--- src/design/stma_ram.sv ---
// stma_ram: generic single-write, single-read ram with registered read data
// no dependencies; used for both term lists

module stma_ram #(
  parameter int WIDTH = 24,
  parameter int DEPTH = 32
) (
  input  logic                                    clk,
  input  logic                                    we,
  input  logic [((DEPTH > 1) ? $clog2(DEPTH) : 1)-1:0] waddr,
  input  logic [WIDTH-1:0]                        wdata,
  input  logic [((DEPTH > 1) ? $clog2(DEPTH) : 1)-1:0] raddr,
  output logic [WIDTH-1:0]                        rdata
);

  logic [WIDTH-1:0] mem [DEPTH];
  logic [WIDTH-1:0] rdata_r;

  // write port
  always_ff @(posedge clk) begin
    if (we) begin
      mem[waddr] <= wdata;
    end
  end

  // registered read port
  always_ff @(posedge clk) begin
    rdata_r <= mem[raddr];
  end

  assign rdata = rdata_r;

endmodule

--- config.mk ---
export PLATFORM = sky130hd
export DESIGN_NAME = stma_ram
export DESIGN_NICKNAME = d
export VERILOG_FILES = /design/src/design/stma_ram.sv
export SDC_FILE = /design/constraint.sdc
export NUM_CORES = 1
export LEC_CHECK = 0
export BUFFER_PORTS_ARGS = -buffer_cell sky130_fd_sc_hd__buf_2
export CORE_UTILIZATION = 45
export CTS_CLUSTER_DIAMETER = 50
export CTS_CLUSTER_SIZE = 25
export DETAILED_ROUTE_END_ITERATION = 10
export GPL_TIMING_DRIVEN = 0
export MAX_ROUTING_LAYER = met4
export PLACE_DENSITY_LB_ADDON = 0.3
export SLEW_MARGIN = 0
export SYNTH_ARGS = -nofsm -noshare
export SYNTH_HDL_FRONTEND = slang
export SYNTH_SLANG_ARGS = --single-unit
--- constraint.sdc ---
create_clock -name clk -period 3.25 [get_ports clk]
set_clock_uncertainty 0.15 [all_clocks]
set_input_delay 0.65 -clock clk [delete_from_list [all_inputs] [get_ports clk]]
set_output_delay 0.65 -clock clk [all_outputs]
set_load 0.02 [all_outputs]
# [Word level (Yosys, flattened, before mapping)]
# Memory sizes are Yosys's and may differ from the RTL's. A register that Yosys moved wholly into a read port is not among the register bits.
# Index checks and enable logic that the tools add are counted.
[totals] ff_bits=0 ram_bits=768 in_bits=36 out_inout_bits=24 wordCells=3 memories=1
[op_classes] muxes=2
[mem_list] name="mem" words=32 width=24 read_ports=1 rd_ports_with_merged_regs=1 write_ports=1 line="16" text="logic [WIDTH-1:0] mem [DEPTH];"
[op_table] cell="1-bit two-way mux" n=2

# [Longest topological paths before layout]
[logic_depth] word_depth=2 mapped_depth=8 mapped_depth_nobuf=5

# [Worst setup path before layout]
# Ideal clock, no wire load.
[synth_path] kind="input -> register" startpoint="input waddr[1] (netlist bit)" endpoint="memory mem[12][0] (enable)" setup_ns=0.405 t_arrival_ns=2.332 required_time_ns=2.695 setup_slack_ns=0.363 cell_stages=3 path_buffers=1 cell_sequence="or3b_2 -> clkbuf_1 -> nor2_1"
[synth_rtl] item="start: declaration" line="10" text="input logic [((DEPTH > 1) ? $clog2(DEPTH) : 1)-1:0] waddr,"
[synth_rtl] item="end: declaration" line="16"
# No word-level cell before the write port.

# [Worst setup path after layout]
[layout_path] startpoint="input waddr[1] (netlist bit)" endpoint="memory mem[24][13] (enable)"
# No word-level cell before the write port.

==> summary.txt <==
Mapped Cells = 1711
Initial antenna violation count = 1
Status = finished, final reports clean
Dpl hpwl = 44.3 mm
Register area share after synthesis = 77.2%
Via Count = 15700
Full die area = 0.0688 mm^2
Critical Path RT = 3.33 ns
Vias in the first global route = 15700
Area growth syn-to-layout = 14.0%
Die W = 262 um
Synth top area cells = edfxtp_1 76%, mux2i_1 13%, a22oi_1 1.8%
Crit path max fanout = 24
Least-Margin Pin Slew = 1.12 ns
Yosys Warn Count = 0
Worst-Skew Late Latency = 0.64 ns
Final hold violations = 0
Fin crit period = 2.57 ns
Layout cell share with drive strength beyond 1 = 15.1%
Num rows = 95
Root Buffer Master = clkbuf_16
Clock-pin slew on the worst setup and hold paths = 0.08 ns
Slowest CP cell = nor2_4
First-pass GRT wire length = 102 mm
Total Power = 21.3 mW
IO buf count = 58
DR DRC count = 0
Nets = 1889
Post-Syn Area per Cell = 17.8 um^2
Final Wtd Congestion = 0.813
Post-synth top area share = 75.7%
Drt total wl = 70.2 mm
CTS sink count = 792
Clk buf depth = 3
Leading area contributor after synthesis = edfxtp_1
Crit-path max cell delay = 0.95 ns
Max transition margin = 25.6%
Crit Path Class = primary input to flip-flop
Chip height = 262 um
Crit. End Element = flip-flop
IO Pins = 60
CTS buffer count = 69
Crit start category = primary input
Starting Density = 45.5%
# resized after CTS = 0
Fin util = 51.8%
Final setup viols = 0
Post-Syn Area = 0.0305 mm^2
CTS tree = done
Detail Route Antenna Nets = 0
Setup bufs post-CTS = 0
Fin. max-slew vios = 0
#FFs+latches synth = 792
Hold buffer count at CTS = 0
Routed WL per cell = 25.2 um
Total of max-cap violations = 0
Core Area = 0.0670 mm^2
Synth cell types = 24
H-tree levels = 3
Grt total ovfl = 0
RSZ-0062 raised after global routing = false
PwrDens = 612 mW/mm^2
GRT Overall Usage = 21.0%
CP Data Arrival Time = 2.65 ns
Largest net degree at the start of global routing = 33
Via/cell ratio = 5.63
Syn_nets = 1747
Leakage = 12.1 nW
Hold crit path type = primary input to flip-flop
Initial DRT Pass Iterations = 6
Crit path cell chain = buf_2 -> or3b_2 -> clkbuf_1 -> nor2_4
Part of the cycle the worst path needs = 79.0%
Max Fclk = 389 MHz
1st-iter DRT viols = 1416
Maximum VDD drop = 348 uV
[cells by family after synthesis]
group                  after synthesis  synth area share, %
muxes                              384                 12.6
and+or+nand+nor                    221                 3.29
AOI/OAI and AO/OA                  216                 4.83
buffers and inverters               98                 2.04
DFF                                792                 77.2
[layer usage]
metal  vias to the layer above  global-route usage (%)  routed length, um
met5                         -                       -                  0
met4                         0                    5.45               1260
met3                        97                    3.53               4200
met2                       454                    35.0              35400
met1                      8051                    26.7              29400
li1                       7071                       -                  -
[area by class of cell]
type	instances	area, um^2
fillers	5428	32300
flip-flops and latches	792	23500
multi-input cells	821	6530
clock buffers	76	1770
well taps	873	1090
clock inverters	50	638
plain buffers	98	622
repair buffers	71	541
diodes	2	5.00
[placed cells by master, fill, tap and decap left out, types with 3 or more instances in the layout]
cell type     n
a21oi_1      72
a22o_1       48
a22oi_1      72
a31oi_1      24
buf_1         4
buf_12        6
buf_2        87
buf_4        13
buf_6        22
buf_8         5
bufinv_16     6
clkbuf_1     35
clkbuf_16    70
clkinv_2      6
clkinv_4      4
clkinv_8      6
clkinvlp_4    3
dfxtp_1      24
edfxtp_1    768
inv_16        3
inv_6        12
inv_8         6
mux2i_1     384
nand2_1      74
nand3_1      74
nand3b_1      5
nor2_2        5
nor2_4       27
nor3_1       24
or3b_2        3
[metrics by stage]
stage / cells / hold WS, ns / setup WS, ns / setup TNS (ns) / area (um^2)
after global routing: 2782 / 0.405 / 0.660 / 0 / 34700
after global placement: 2642 / 0.471 / -1.02 / -496.12 / 31900
after CTS: 2781 / 0.364 / 0.722 / 0 / 34700
after floorplan: 1711 / 0.403 / 0.363 / 0 / 30500
final: 2783 / 0.391 / 0.682 / 0 / 34700
after detailed placement: 2655 / 0.466 / 0.0647 / 0 / 32300
[state kept, by name, indices dropped and copies added, names as in the netlist]
name   cells
rdata     24
mem      768
[final timing paths]
| check | from | end | slack [ns] | cells after the start |
|---|---|---|---|---|
| max | waddr[1] | mem[24][13] | 0.68 | 4 |
| min reg2reg | mem[10][10] | rdata[10] | 0.47 | 4 |
| min | wdata[23] | mem[25][23] | 0.39 | 1 |
| max reg2reg | mem[7][14] | rdata[14] | 1.41 | 5 |
[cell usage after synthesis (all sizes together)]
master and number:
a21oi 72, a22o 48, a22oi 72, a31oi 24, and2 1, buf 68, clkbuf 30, dfxtp 24
edfxtp 768, mux2i 384, nand2 74, nand2b 2, nand3 74, nand3b 5, nor2 34, nor2b 2
nor3 24, or2 1, or3 1, or3b 3
[power breakdown]
group          leakage [nW]  internal [mW]  total [mW]  switching [mW]
combinational          3.78          0.368        1.18           0.807
sequential             7.12           11.3        11.4          0.0344
clock                  1.17           4.66        8.70            4.04
[critical path: cells and delay by family]
kind | cells | cell delay [ns]
simple gates | 2 | 1.40
buf+inv | 2 | 0.58
Note: power is estimated with default switching activity, not from simulation.
